--- src/sv/sss_pkg.sv ---
package sss_pkg;

	localparam int NUM_SUBSTACKS_DEF = 8;
	localparam int CAP_MAX_DEF       = 16;
	localparam int DATA_WIDTH_DEF    = 32;

	localparam logic [4:0] SUB_CAP_RESET = 5'd16;

	typedef enum logic [1:0] {
		ACT_PUSH   = 2'd0,
		ACT_POP    = 2'd1,
		ACT_POP_AT = 2'd2,
		ACT_NONE   = 2'd3
	} sss_action_t;

	typedef enum logic [1:0] {
		ST_OK       = 2'd0,
		ST_EMPTY    = 2'd1,
		ST_NO_STACK = 2'd2,
		ST_FULL     = 2'd3
	} sss_status_t;

	typedef struct packed {
		sss_status_t status;
		logic        pop;
		logic [2:0]  touched;
		logic [3:0]  in_use;
	} sss_res_t;

endpackage

--- src/sv/sss_mem.sv ---
module sss_mem #(
	parameter int DEPTH  = 128,
	parameter int ADDR_W = 7,
	parameter int DATA_W = 32
) (
	input  logic              clk,
	input  logic              we,
	input  logic              re,
	input  logic [ADDR_W-1:0] addr,
	input  logic [DATA_W-1:0] wdata,
	output logic [DATA_W-1:0] rdata
);

	logic [DATA_W-1:0] mem_q [DEPTH];
	logic [DATA_W-1:0] rdata_q;

	always_ff @(posedge clk) begin
		if (we) begin
			mem_q[addr] <= wdata;
		end
		if (re) begin
			rdata_q <= mem_q[addr];
		end
	end

	assign rdata = rdata_q;

endmodule

--- src/sv/sss_ctrl.sv ---
module sss_ctrl #(
	parameter int NUM_SUBSTACKS = sss_pkg::NUM_SUBSTACKS_DEF,
	parameter int CAP_MAX       = sss_pkg::CAP_MAX_DEF,
	parameter int DATA_WIDTH    = sss_pkg::DATA_WIDTH_DEF,
	parameter int ADDR_W        = $clog2(NUM_SUBSTACKS * CAP_MAX)
) (
	input  logic                    clk,
	input  logic                    arst_n,
	input  logic                    accept,
	input  sss_pkg::sss_action_t    action,
	input  logic [DATA_WIDTH-1:0]   value,
	input  logic [2:0]              stack_index,
	input  logic [4:0]              sub_capacity,
	output sss_pkg::sss_res_t       res,
	output logic                    mem_we,
	output logic                    mem_re,
	output logic [ADDR_W-1:0]       mem_addr,
	output logic [DATA_WIDTH-1:0]   mem_wdata
);

	localparam int LG_W   = $clog2(NUM_SUBSTACKS);
	localparam int CNT_W  = $clog2(NUM_SUBSTACKS + 1);
	localparam int FILL_W = $clog2(CAP_MAX + 1);
	localparam int POS_W  = (CAP_MAX > 1) ? $clog2(CAP_MAX) : 1;
	localparam int CW     = (FILL_W > 5) ? FILL_W : 5;
	localparam int XW     = (CNT_W > 3) ? CNT_W : 3;

	logic [FILL_W-1:0] fill_q [NUM_SUBSTACKS];
	logic [LG_W-1:0]   map_q  [NUM_SUBSTACKS];
	logic [CNT_W-1:0]  count_q;

	logic [FILL_W-1:0] fill_n [NUM_SUBSTACKS];
	logic [LG_W-1:0]   map_n  [NUM_SUBSTACKS];
	logic [CNT_W-1:0]  count_n;

	logic [CW-1:0]     cap_eff;
	logic [CNT_W-1:0]  cnt_m1;
	logic [LG_W-1:0]   last_lg;
	logic [LG_W-1:0]   last_phys;
	logic              last_full;
	logic              open_new;
	logic              do_pop;
	logic [LG_W-1:0]   pop_lg;
	logic [LG_W-1:0]   pop_phys;
	logic [FILL_W-1:0] pop_fill;
	logic [LG_W-1:0]   tgt_phys;
	logic [POS_W-1:0]  tgt_pos;
	logic [LG_W-1:0]   touched_lg;
	sss_pkg::sss_status_t st;

	always_comb begin
		if (sub_capacity == 5'd0) begin
			cap_eff = CW'(1);
		end else if (CW'(sub_capacity) > CW'(CAP_MAX)) begin
			cap_eff = CW'(CAP_MAX);
		end else begin
			cap_eff = CW'(sub_capacity);
		end
	end

	assign cnt_m1    = count_q - CNT_W'(1);
	assign last_lg   = cnt_m1[LG_W-1:0];
	assign last_phys = map_q[last_lg];
	assign last_full = CW'(fill_q[last_phys]) >= cap_eff;
	assign pop_phys  = map_q[pop_lg];
	assign pop_fill  = fill_q[pop_phys] - FILL_W'(1);

	always_comb begin
		fill_n     = fill_q;
		map_n      = map_q;
		count_n    = count_q;
		st         = sss_pkg::ST_OK;
		do_pop     = 1'b0;
		pop_lg     = '0;
		tgt_phys   = '0;
		tgt_pos    = '0;
		touched_lg = '0;
		open_new   = (count_q == '0) || last_full;
		mem_we     = 1'b0;
		mem_re     = 1'b0;
		case (action)
			sss_pkg::ACT_PUSH: begin
				if (open_new && (count_q == CNT_W'(NUM_SUBSTACKS))) begin
					st = sss_pkg::ST_FULL;
				end else if (open_new) begin
					tgt_phys         = map_q[count_q[LG_W-1:0]];
					tgt_pos          = '0;
					fill_n[tgt_phys] = FILL_W'(1);
					count_n          = count_q + CNT_W'(1);
					touched_lg       = count_q[LG_W-1:0];
					mem_we           = 1'b1;
				end else begin
					tgt_phys         = last_phys;
					tgt_pos          = fill_q[last_phys][POS_W-1:0];
					fill_n[tgt_phys] = fill_q[last_phys] + FILL_W'(1);
					touched_lg       = last_lg;
					mem_we           = 1'b1;
				end
			end
			sss_pkg::ACT_POP: begin
				if (count_q == '0) begin
					st = sss_pkg::ST_EMPTY;
				end else begin
					pop_lg = last_lg;
					do_pop = 1'b1;
				end
			end
			sss_pkg::ACT_POP_AT: begin
				if (XW'(stack_index) >= XW'(count_q)) begin
					st = sss_pkg::ST_NO_STACK;
				end else begin
					pop_lg = LG_W'(stack_index);
					do_pop = 1'b1;
				end
			end
			default: begin
			end
		endcase

		if (do_pop) begin
			touched_lg       = pop_lg;
			tgt_phys         = pop_phys;
			tgt_pos          = pop_fill[POS_W-1:0];
			fill_n[pop_phys] = pop_fill;
			mem_re           = 1'b1;
			if (pop_fill == '0) begin
				// close the gap left by the emptied substack
				for (int i = 0; i < NUM_SUBSTACKS - 1; i++) begin
					if ((LG_W'(i) >= pop_lg) && (CNT_W'(i + 1) < count_q)) begin
						map_n[i] = map_q[i + 1];
					end
				end
				map_n[last_lg] = pop_phys;
				count_n        = cnt_m1;
			end
		end
	end

	assign mem_addr  = ADDR_W'(tgt_phys) * ADDR_W'(CAP_MAX) + ADDR_W'(tgt_pos);
	assign mem_wdata = value;

	assign res.status  = st;
	assign res.pop     = do_pop;
	assign res.touched = 3'(touched_lg);
	assign res.in_use  = 4'(count_n);

	always_ff @(posedge clk or negedge arst_n) begin
		if (!arst_n) begin
			for (int i = 0; i < NUM_SUBSTACKS; i++) begin
				fill_q[i] <= '0;
				map_q[i]  <= LG_W'(i);
			end
			count_q <= '0;
		end else if (accept) begin
			fill_q  <= fill_n;
			map_q   <= map_n;
			count_q <= count_n;
		end
	end

endmodule

--- src/sv/segmented_stack_set.sv ---
// channel  | handshake            | beat
// ---------+----------------------+------------------------------------------------
// in       | in_valid / in_ready  | action, value, stack_index
// out      | out_valid / out_ready| status, popped_value, touched_stack, stacks_in_use
// cfg      | cfg_we               | cfg_wdata (sub_capacity)
//
// each beat: the accepting edge updates fill counts, map and the entry memory write
// or read; the result register is loaded from the entry memory's registered read
// port when the beat advances, which a stalled out channel delays
// in_ready is low from each accepted beat until it moves to the result register
// reset is asynchronous and takes effect at once; no memory clearing pass
// a stalled out channel holds the in channel after one further beat
module segmented_stack_set #(
	parameter int NUM_SUBSTACKS = sss_pkg::NUM_SUBSTACKS_DEF,
	parameter int CAP_MAX       = sss_pkg::CAP_MAX_DEF,
	parameter int DATA_WIDTH    = sss_pkg::DATA_WIDTH_DEF
) (
	input  logic                         clk,
	input  logic                         arst_n,
	input  logic                         in_valid,
	output logic                         in_ready,
	input  logic [1:0]                   action,
	input  logic signed [DATA_WIDTH-1:0] value,
	input  logic [2:0]                   stack_index,
	output logic                         out_valid,
	input  logic                         out_ready,
	output logic [1:0]                   status,
	output logic signed [DATA_WIDTH-1:0] popped_value,
	output logic [2:0]                   touched_stack,
	output logic [3:0]                   stacks_in_use,
	input  logic                         cfg_we,
	input  logic [4:0]                   cfg_wdata
);

	localparam int DEPTH  = NUM_SUBSTACKS * CAP_MAX;
	localparam int ADDR_W = $clog2(DEPTH);

	logic [4:0]              sub_capacity_q;
	logic                    accept;
	sss_pkg::sss_res_t       res;
	logic                    mem_we;
	logic                    mem_re;
	logic [ADDR_W-1:0]       mem_addr;
	logic [DATA_WIDTH-1:0]   mem_wdata;
	logic [DATA_WIDTH-1:0]   mem_rdata;
	logic                    valid_s1;
	sss_pkg::sss_res_t       res_s1;
	logic                    out_valid_q;
	sss_pkg::sss_res_t       res_q;
	logic [DATA_WIDTH-1:0]   popped_q;
	logic                    advance;

	assign in_ready = !valid_s1;
	assign accept   = in_valid && in_ready;
	assign advance  = valid_s1 && (!out_valid_q || out_ready);

	always_ff @(posedge clk or negedge arst_n) begin
		if (!arst_n) begin
			sub_capacity_q <= sss_pkg::SUB_CAP_RESET;
		end else if (cfg_we) begin
			sub_capacity_q <= cfg_wdata;
		end
	end

	sss_ctrl #(
		.NUM_SUBSTACKS(NUM_SUBSTACKS),
		.CAP_MAX      (CAP_MAX),
		.DATA_WIDTH   (DATA_WIDTH),
		.ADDR_W       (ADDR_W)
	) u_ctrl (
		.clk         (clk),
		.arst_n      (arst_n),
		.accept      (accept),
		.action      (sss_pkg::sss_action_t'(action)),
		.value       (value),
		.stack_index (stack_index),
		.sub_capacity(sub_capacity_q),
		.res         (res),
		.mem_we      (mem_we),
		.mem_re      (mem_re),
		.mem_addr    (mem_addr),
		.mem_wdata   (mem_wdata)
	);

	sss_mem #(
		.DEPTH (DEPTH),
		.ADDR_W(ADDR_W),
		.DATA_W(DATA_WIDTH)
	) u_mem (
		.clk  (clk),
		.we   (mem_we && accept),
		.re   (mem_re && accept),
		.addr (mem_addr),
		.wdata(mem_wdata),
		.rdata(mem_rdata)
	);

	always_ff @(posedge clk or negedge arst_n) begin
		if (!arst_n) begin
			valid_s1 <= 1'b0;
		end else if (accept) begin
			valid_s1 <= 1'b1;
		end else if (advance) begin
			valid_s1 <= 1'b0;
		end
	end

	always_ff @(posedge clk) begin
		if (accept) begin
			res_s1 <= res;
		end
	end

	always_ff @(posedge clk or negedge arst_n) begin
		if (!arst_n) begin
			out_valid_q <= 1'b0;
		end else if (advance) begin
			out_valid_q <= 1'b1;
		end else if (out_ready) begin
			out_valid_q <= 1'b0;
		end
	end

	always_ff @(posedge clk) begin
		if (advance) begin
			res_q    <= res_s1;
			popped_q <= res_s1.pop ? mem_rdata : '0;
		end
	end

	assign out_valid     = out_valid_q;
	assign status        = res_q.status;
	assign popped_value  = popped_q;
	assign touched_stack = res_q.touched;
	assign stacks_in_use = res_q.in_use;

endmodule

--- config.mk ---
export PLATFORM = sky130hd
export DESIGN_NAME = segmented_stack_set
export DESIGN_NICKNAME = d
export VERILOG_FILES = /design/src/sv/sss_pkg.sv /design/src/sv/sss_mem.sv /design/src/sv/sss_ctrl.sv /design/src/sv/segmented_stack_set.sv
export SDC_FILE = /design/constraint.sdc
export NUM_CORES = 2
export LEC_CHECK = 0
export BUFFER_PORTS_ARGS = -buffer_cell sky130_fd_sc_hd__buf_2
export CORE_MARGIN = 5
export CORE_UTILIZATION = 34
export CTS_CLUSTER_DIAMETER = 150
export DETAILED_ROUTE_END_ITERATION = 7
export PLACE_DENSITY = 0.45
export SLEW_MARGIN = 20
export SYNTH_ARGS = -nofsm -noshare
export SYNTH_HDL_FRONTEND = slang
export SYNTH_SLANG_ARGS = --single-unit
export TNS_END_PERCENT = 10
--- constraint.sdc ---
create_clock -name clk -period 15.39 [get_ports clk]
set_input_delay 1.539 -clock clk [delete_from_list [all_inputs] [get_ports clk]]
set_output_delay 1.539 -clock clk [all_outputs]
set_load 0.03 [all_outputs]
[Yosys cells after proc, flatten, opt, wreduce, memory -nomap -nowiden]
Memories as Yosys holds them, arrays and structs flattened. A register that Yosys moved wholly into a read port is not among the register bits.
Index checks and enable logic that the tools add are counted.
Storage, ports and cells
  memories kept: 1
  output and inout port bits: 43
  bits in registers: 126
  bits of input ports: 47
  memory bits (writable): 4096
  logic and storage cells: 189
Cells by class
  eq/ne operators: 3
  muxes and demuxes: 89
  bitwise logic cells: 9
  $add $sub $neg: 5
  reduce and logical (&&, ||, !) cells: 27
  order comparisons: 27
Memories
  u_mem.mem_q: depth 128, width 32, rd ports 1, clocked after memory_dff 1, write ports 1, RTL line sss_mem.sv:14  | logic [DATA_W-1:0] mem_q [DEPTH];
Operators with widths (count)
  40-bit 2-to-1 mux: 4
  3-bit 2-to-1 mux: 38
  40-bit bitwise mux: 2
  5-bit demux with 3-bit select: 3
  5-bit 2-to-1 mux: 9
  4-bit 2-to-1 mux: 9
  32-bit AND: 1
  32-bit NOT: 1
  5-bit binary-select mux with 3-bit select: 2
  3-bit binary-select mux with 3-bit select: 3
  24-bit bitwise mux: 1
  4-bit >= comparator, second input constant: 6
  3-bit NOT with 4-bit output: 6
  1-bit logical AND: 16
  3-bit by 4-bit less-than comparator with 1-bit output, first input constant: 4
  4-bit by 1-bit less-than comparator with 1-bit output, second input constant: 4
  1-bit 2-to-1 mux: 12
  5-bit logical NOT: 2
  3-bit demux with 3-bit select: 1
  3-bit >= comparator, first input constant: 3
  2-bit by 4-bit less-than comparator with 1-bit output, first input constant: 2
  8-bit bitwise OR: 1
  7-bit by 4-bit adder with 7-bit output: 1
  1-bit by 3-bit >= comparator with 1-bit output, first input constant: 2
  22 further kinds: 27

[Longest topological paths before layout]
  depth after elaboration: 17
  mapped depth: 33
  gate-level depth less buffers: 27

[By module]
A second synthesis with hierarchy kept.
Unflattened totals
  cells, all modules: 9900
  area total of the unflattened synthesis: 166297.0 µm²
Modules (own cells, without submodules)
  sss_mem: cells each 8954, area an instance 157577.4 µm², times used 1
  sss_ctrl: cells each 840, area an instance 6691.4 µm², times used 1
  segmented_stack_set: cells each 106, area an instance 2028.2 µm², times used 1

[Worst setup path after synthesis]
Ideal clock, no wire load.
  kind: register -> register
  from: register u_ctrl.count_q[1]
  to: memory u_mem.mem_q[10][0] (enable)
  path buffers: 9
  arrival time: 8.268 ns
  library setup time: 0.461 ns
  path slack: 6.661 ns
  cell stages (with the launch flop): 30
  data required time: 14.929 ns
  cell sequence: dfrtp_1 clkbuf_1 inv_1 ha_1 buf_4 xor2_1 buf_2 nand2_1 and3_1 nor3_1 buf_2 nand2_1 a31o_2 a221oi_1 ha_1 nor2b_1 o21ai_0 nand2b_1 a21oi_1 and2_1 clkbuf_1 nor2_1 a21oi_1 o21ai_0 o22a_1 buf_2 buf_2 buf_2 buf_1 nor3_1
On the way
  word-level cells in the longest chain between the ends: 17
RTL lines
  start: declaration: RTL line sss_ctrl.sv:30  | logic [CNT_W-1:0] count_q;
  start signal: assignment: RTL line sss_ctrl.sv:157  | count_q <= count_n;
  parallel branches: the longest is 17 deep, another holds 5-bit >= comparator
  end: declaration: RTL line sss_mem.sv:14
Parallel ways; which one is timed is not known. The select of a mux whose other input is x is not followed.

[Worst setup path after layout]
  from: register u_ctrl.count_q[0]
  to: register u_mem.rdata_q[6], in the netlist u_mem.rdata[6] (read register of u_mem.mem_q), data pin
On the way
  word-level cells in the longest chain between the ends: 16
RTL lines
  4-bit by 1-bit subtractor with 4-bit output: RTL line sss_ctrl.sv:61  | assign cnt_m1 = count_q - CNT_W'(1);
  3-bit NOT with 4-bit output (implied by the code): RTL line sss_ctrl.sv:63  | assign last_phys = map_q[last_lg];
  3-bit binary-select mux with 3-bit select: RTL line sss_ctrl.sv:63
  3-bit 2-to-1 mux (implied by the code) (2 in a row): RTL line sss_ctrl.sv:63
  3-bit NOT with 4-bit output (implied by the code): RTL line sss_ctrl.sv:64, sss_ctrl.sv:94
  5-bit binary-select mux with 3-bit select: RTL line sss_ctrl.sv:64, sss_ctrl.sv:94
  5-bit 2-to-1 mux (implied by the code) (2 in a row): RTL line sss_ctrl.sv:94  | tgt_pos = fill_q[last_phys][POS_W-1:0];
  5-bit >= comparator: RTL line sss_ctrl.sv:64  | assign last_full = CW'(fill_q[last_phys]) >= cap_eff;
  1-bit logical OR: RTL line sss_ctrl.sv:78  | open_new = (count_q == '0) || last_full;
  4-bit 2-to-1 mux (tied with other cells): RTL line sss_ctrl.sv:85  | end else if (open_new) begin
  4-bit 2-to-1 mux or 3-bit 2-to-1 mux (tied branches): RTL line sss_ctrl.sv:83  | if (open_new && (count_q == CNT_W'(NUM_SUBSTACKS))) begin
  4-bit 2-to-1 mux or 3-bit 2-to-1 mux (tied branches): RTL line sss_ctrl.sv:81  | case (action)
  4-bit 2-to-1 mux or 3-bit 2-to-1 mux (tied branches): RTL line sss_ctrl.sv:120  | if (do_pop) begin
  7-bit by 4-bit adder with 7-bit output: RTL line sss_ctrl.sv:139  | assign mem_addr = ADDR_W'(tgt_phys) * ADDR_W'(CAP_MAX) + ADDR_W'(tgt_pos);
  end: declaration: RTL line sss_mem.sv:15  | logic [DATA_W-1:0] rdata_q;
Parallel ways exist; a longest one is shown, timed or not. The select of a mux whose other input is x is not followed.
A chain may end at the register's enable or synchronous reset.

==> results.toml <==
[timing]
worstMarginPinSlew_ns = 1.21
final.setup.tns_ns = 0
finalCriticalPeriod_ns = 12.74
max_clock_freq_ghz = 0.0785
whs_ns = 0.419
clock_skew_ns = 0.0634
final_hold_viol_count = 0
setup_violations = 0
slew_viol_final = 0
post-route-period-util = 0.828
rsz0062_at_grt = "false"
maxSlewHeadroom = 0.187

[clock_tree]
cts_max_level = 5
cts_buffers = 455
clk_path_buf_depth = 4
cts_tree = "built"
root_buffer = "clkbuf_16"
post_cts_buffers = 0
cts_resized = 0
clk_latency_ns = 1.02
cts-hold-fix-buffers = 0
clk_pin_slew_ns = 0.06
cts_sinks = 4254

[power]
p_clk_frac = 0.276
p_leak_nw = 57.9
p_int_mw = 24.5
p_comb_frac = 0.377
sequentialPowerShare = 0.347
power_switching_mw = 13.2
peakVddDrop_mv = 0.208
swShare = 0.350
powerDensity_mw_per_mm2 = 199

[floorplanning]
die_w_um = 708
die_area_mm2 = 0.501
placementRows = 256
boundaryPins = 90
core_region_area_mm2 = 0.486
die_y_um = 708
initial_core_util = 0.341

[final_layout]
seq_area_mm2 = 0.127
fin_area_mm2 = 0.190
synthToLayoutAreaGrowth_pct = 14.8
instances_no_fill = 14800
fillers = 43400
multi_input_area_mm2 = 0.0369
nets = 8037
drive_gt1_frac = 0.271

[routing]
wl_per_cell_um = 34.3
num_vias = 81700
drcViolationCount = 0
drtIter0Drc = 8450
first_pass_iters = 6
wl_um = 508000
ant_nets = 0
viasPerCell = 5.52

[logic_synthesis]
synth_top_family_by_area = "multiplexers"
ys.flop_type = "edfxtp_1"
synth-compound-area-share = 0.0251
synth-edff-count = 4179
seq_area_frac_synth = 0.770
synth_common_cells = "edfxtp_1 (4179), mux4_2 (1032), mux2i_1 (555), o22ai_1 (315), clkbuf_1 (183)"
synthDistinctLibCells = 70
synth_top_area_share = 0.758
synth_fa_ha_area_frac = 0.00129
syn_area_mm2 = 0.165
synth_area_per_cell_um2 = 22.0
ys.warnings.count = 0
syn_inst = 7519
async_flop_share = 0.0176
syn_nets = 7583
synth_most_common_cell = "edfxtp_1"
synthSimpleGateAreaFrac = 0.0145
synth-seq-cells = 4254
synth_top_cell_by_area = "edfxtp_1"
ys_top_cells_by_area = "edfxtp_1 (76%), mux4_2 (14%), mux2i_1 (3.4%)"
muxShareOfSynthArea = 0.175
synth-xor-area-share = 0.000628

[place]
gp_routability_congestion = 0.846
dp_hpwl_um = 287000
dpl.cell_count = 14000
io_buffers = 89
dpl_cell_area_mm2 = 0.176

[worst_setup_path]
critPathMaxFanout = 37
r2r-start = "u_ctrl.count_q[0]"
r2r_slack_ns = 2.65
slowest_delay_ns = 0.99
critPathCaptureType = "register"
critical_path_buf_inv_count = 4
crit_family = "compound AO/OA/AOI/OAI gates"
path_class = "reg2reg"
r2r_end = "u_mem.rdata[6]"
timing.reg2reg.worst_path_depth = 28
crit_required_ns = 16.06
slowest_stage = "o21ai_0"
critPathLaunchType = "register"
crit_arrival_ns = 13.41

[min_path]
hold_start = "res_s1[0]"
hold_path_depth = 0
hp-class = "reg2reg"
worstHoldEndpoint = "stacks_in_use[0]"

[global_route]
track_usage = 0.200
grt_pass1_wl_um = 702000
antenna_found_initial = 52
overflow = 0
grt_max_degree = 111
grt_pass1_vias = 84200

[status]
status = "completed"

[flow_run]
cap_viol_max_count = 0
## stage by stage
stage               setup slack (ns)  power [mW]  utilization
floorplan                       6.66        22.5            -
global placement                1.67        27.8        0.362
detailed placement              2.78        27.8        0.362
CTS                             2.75        38.3        0.391
global route                    1.87        39.4        0.391
finish                          2.65        37.7        0.391
## power by group through the flow
stage | sequential [mW] | clock (mW) | combinational [mW]
after global routing | 13.1 | 11.2 | 15.1
after detailed placement | 13.3 | 0 | 14.5
after global placement | 13.3 | 0 | 14.5
after floorplan | 13.3 | 0 | 9.21
after CTS | 13.1 | 10.7 | 14.5
final | 13.1 | 10.4 | 14.2
## routing by layer
metal	track usage	vias to the layer above	share of wire
met1	0.288	45500	0.44
li1	-	32900	-
met4	0.0468	20	0.025
met5	0	-	0.00028
met3	0.0280	677	0.057
met2	0.321	2705	0.47
## worst register-to-register path: cells and delay by family (launching register included)
family / cells / cell delay [ns]
flops: 1 / 0.98
xor+xnor: 1 / 0.85
fa+ha+maj: 2 / 0.89
compound gates: 9 / 4.28
buf+inv: 4 / 1.96
mux: 2 / 1.42
simple gates: 10 / 2.04
## worst max path at each step
| stage | from | endpoint | slack (ns) | cells after the start |
|---|---|---|---|---|
| finish | u_ctrl.count_q[0] | u_mem.rdata[6] | 2.65 | 28 |
| detailed placement | u_ctrl.count_q[0] | u_mem.rdata[6] | 2.78 | 28 |
| CTS | u_ctrl.count_q[0] | u_mem.rdata[6] | 2.75 | 28 |
| floorplan | u_ctrl.count_q[1] | u_mem.mem_q[10][0] | 6.66 | 29 |
| global placement | u_ctrl.count_q[0] | u_mem.rdata[29] | 1.67 | 28 |
| global route | u_ctrl.count_q[0] | u_mem.rdata[6] | 1.87 | 28 |
## registers in the layout, indices dropped and copies added, names as in the netlist
name,flops
out_valid,1
res_s1,10
u_ctrl.map_q,24
stacks_in_use,4
u_ctrl.fill_q,40
u_ctrl.count_q,4
sub_capacity_q,5
u_mem.mem_q,4096
u_mem.rdata,32
touched_stack,3
popped_value,32
status,2
valid_s1,1
## cells by family after synthesis
family                   count (synthesis)
buffers and inverters                  447
flip-flops                            4254
multiplexers                          1606
adder cells (fa/ha/maj)                 17
XOR/XNOR                                11
AND/OR/NAND/NOR                        525
AO/OA/AOI/OAI                          659
## layout by cell type (no fill, tap or decap), drive strengths merged, types with 22 or more instances in the layout
master	instances
bufinv	25
mux4	1032
buf	421
edfxtp	4179
clkbuf	570
inv	38
nor3	67
clkinv	218
and2	39
nand4	33
nand2	147
dfrtp	62
o21ai	172
a21oi	58
mux2i	555
a22o	27
a2bb2oi	22
o22ai	315
nor2	171
## cell type report
cell class	count	share of cell area
Sequential cell	4254	0.671
Multi-Input combinational cell	2818	0.194
Clock buffer	570	0.0625
Tap cell	6450	0.0425
Timing Repair Buffer	421	0.0180
Clock inverter	262	0.0112
Inverter	23	0.000455
Antenna cell	14	0.000184
No activity file was read; power rests on OpenSTA's default activity.
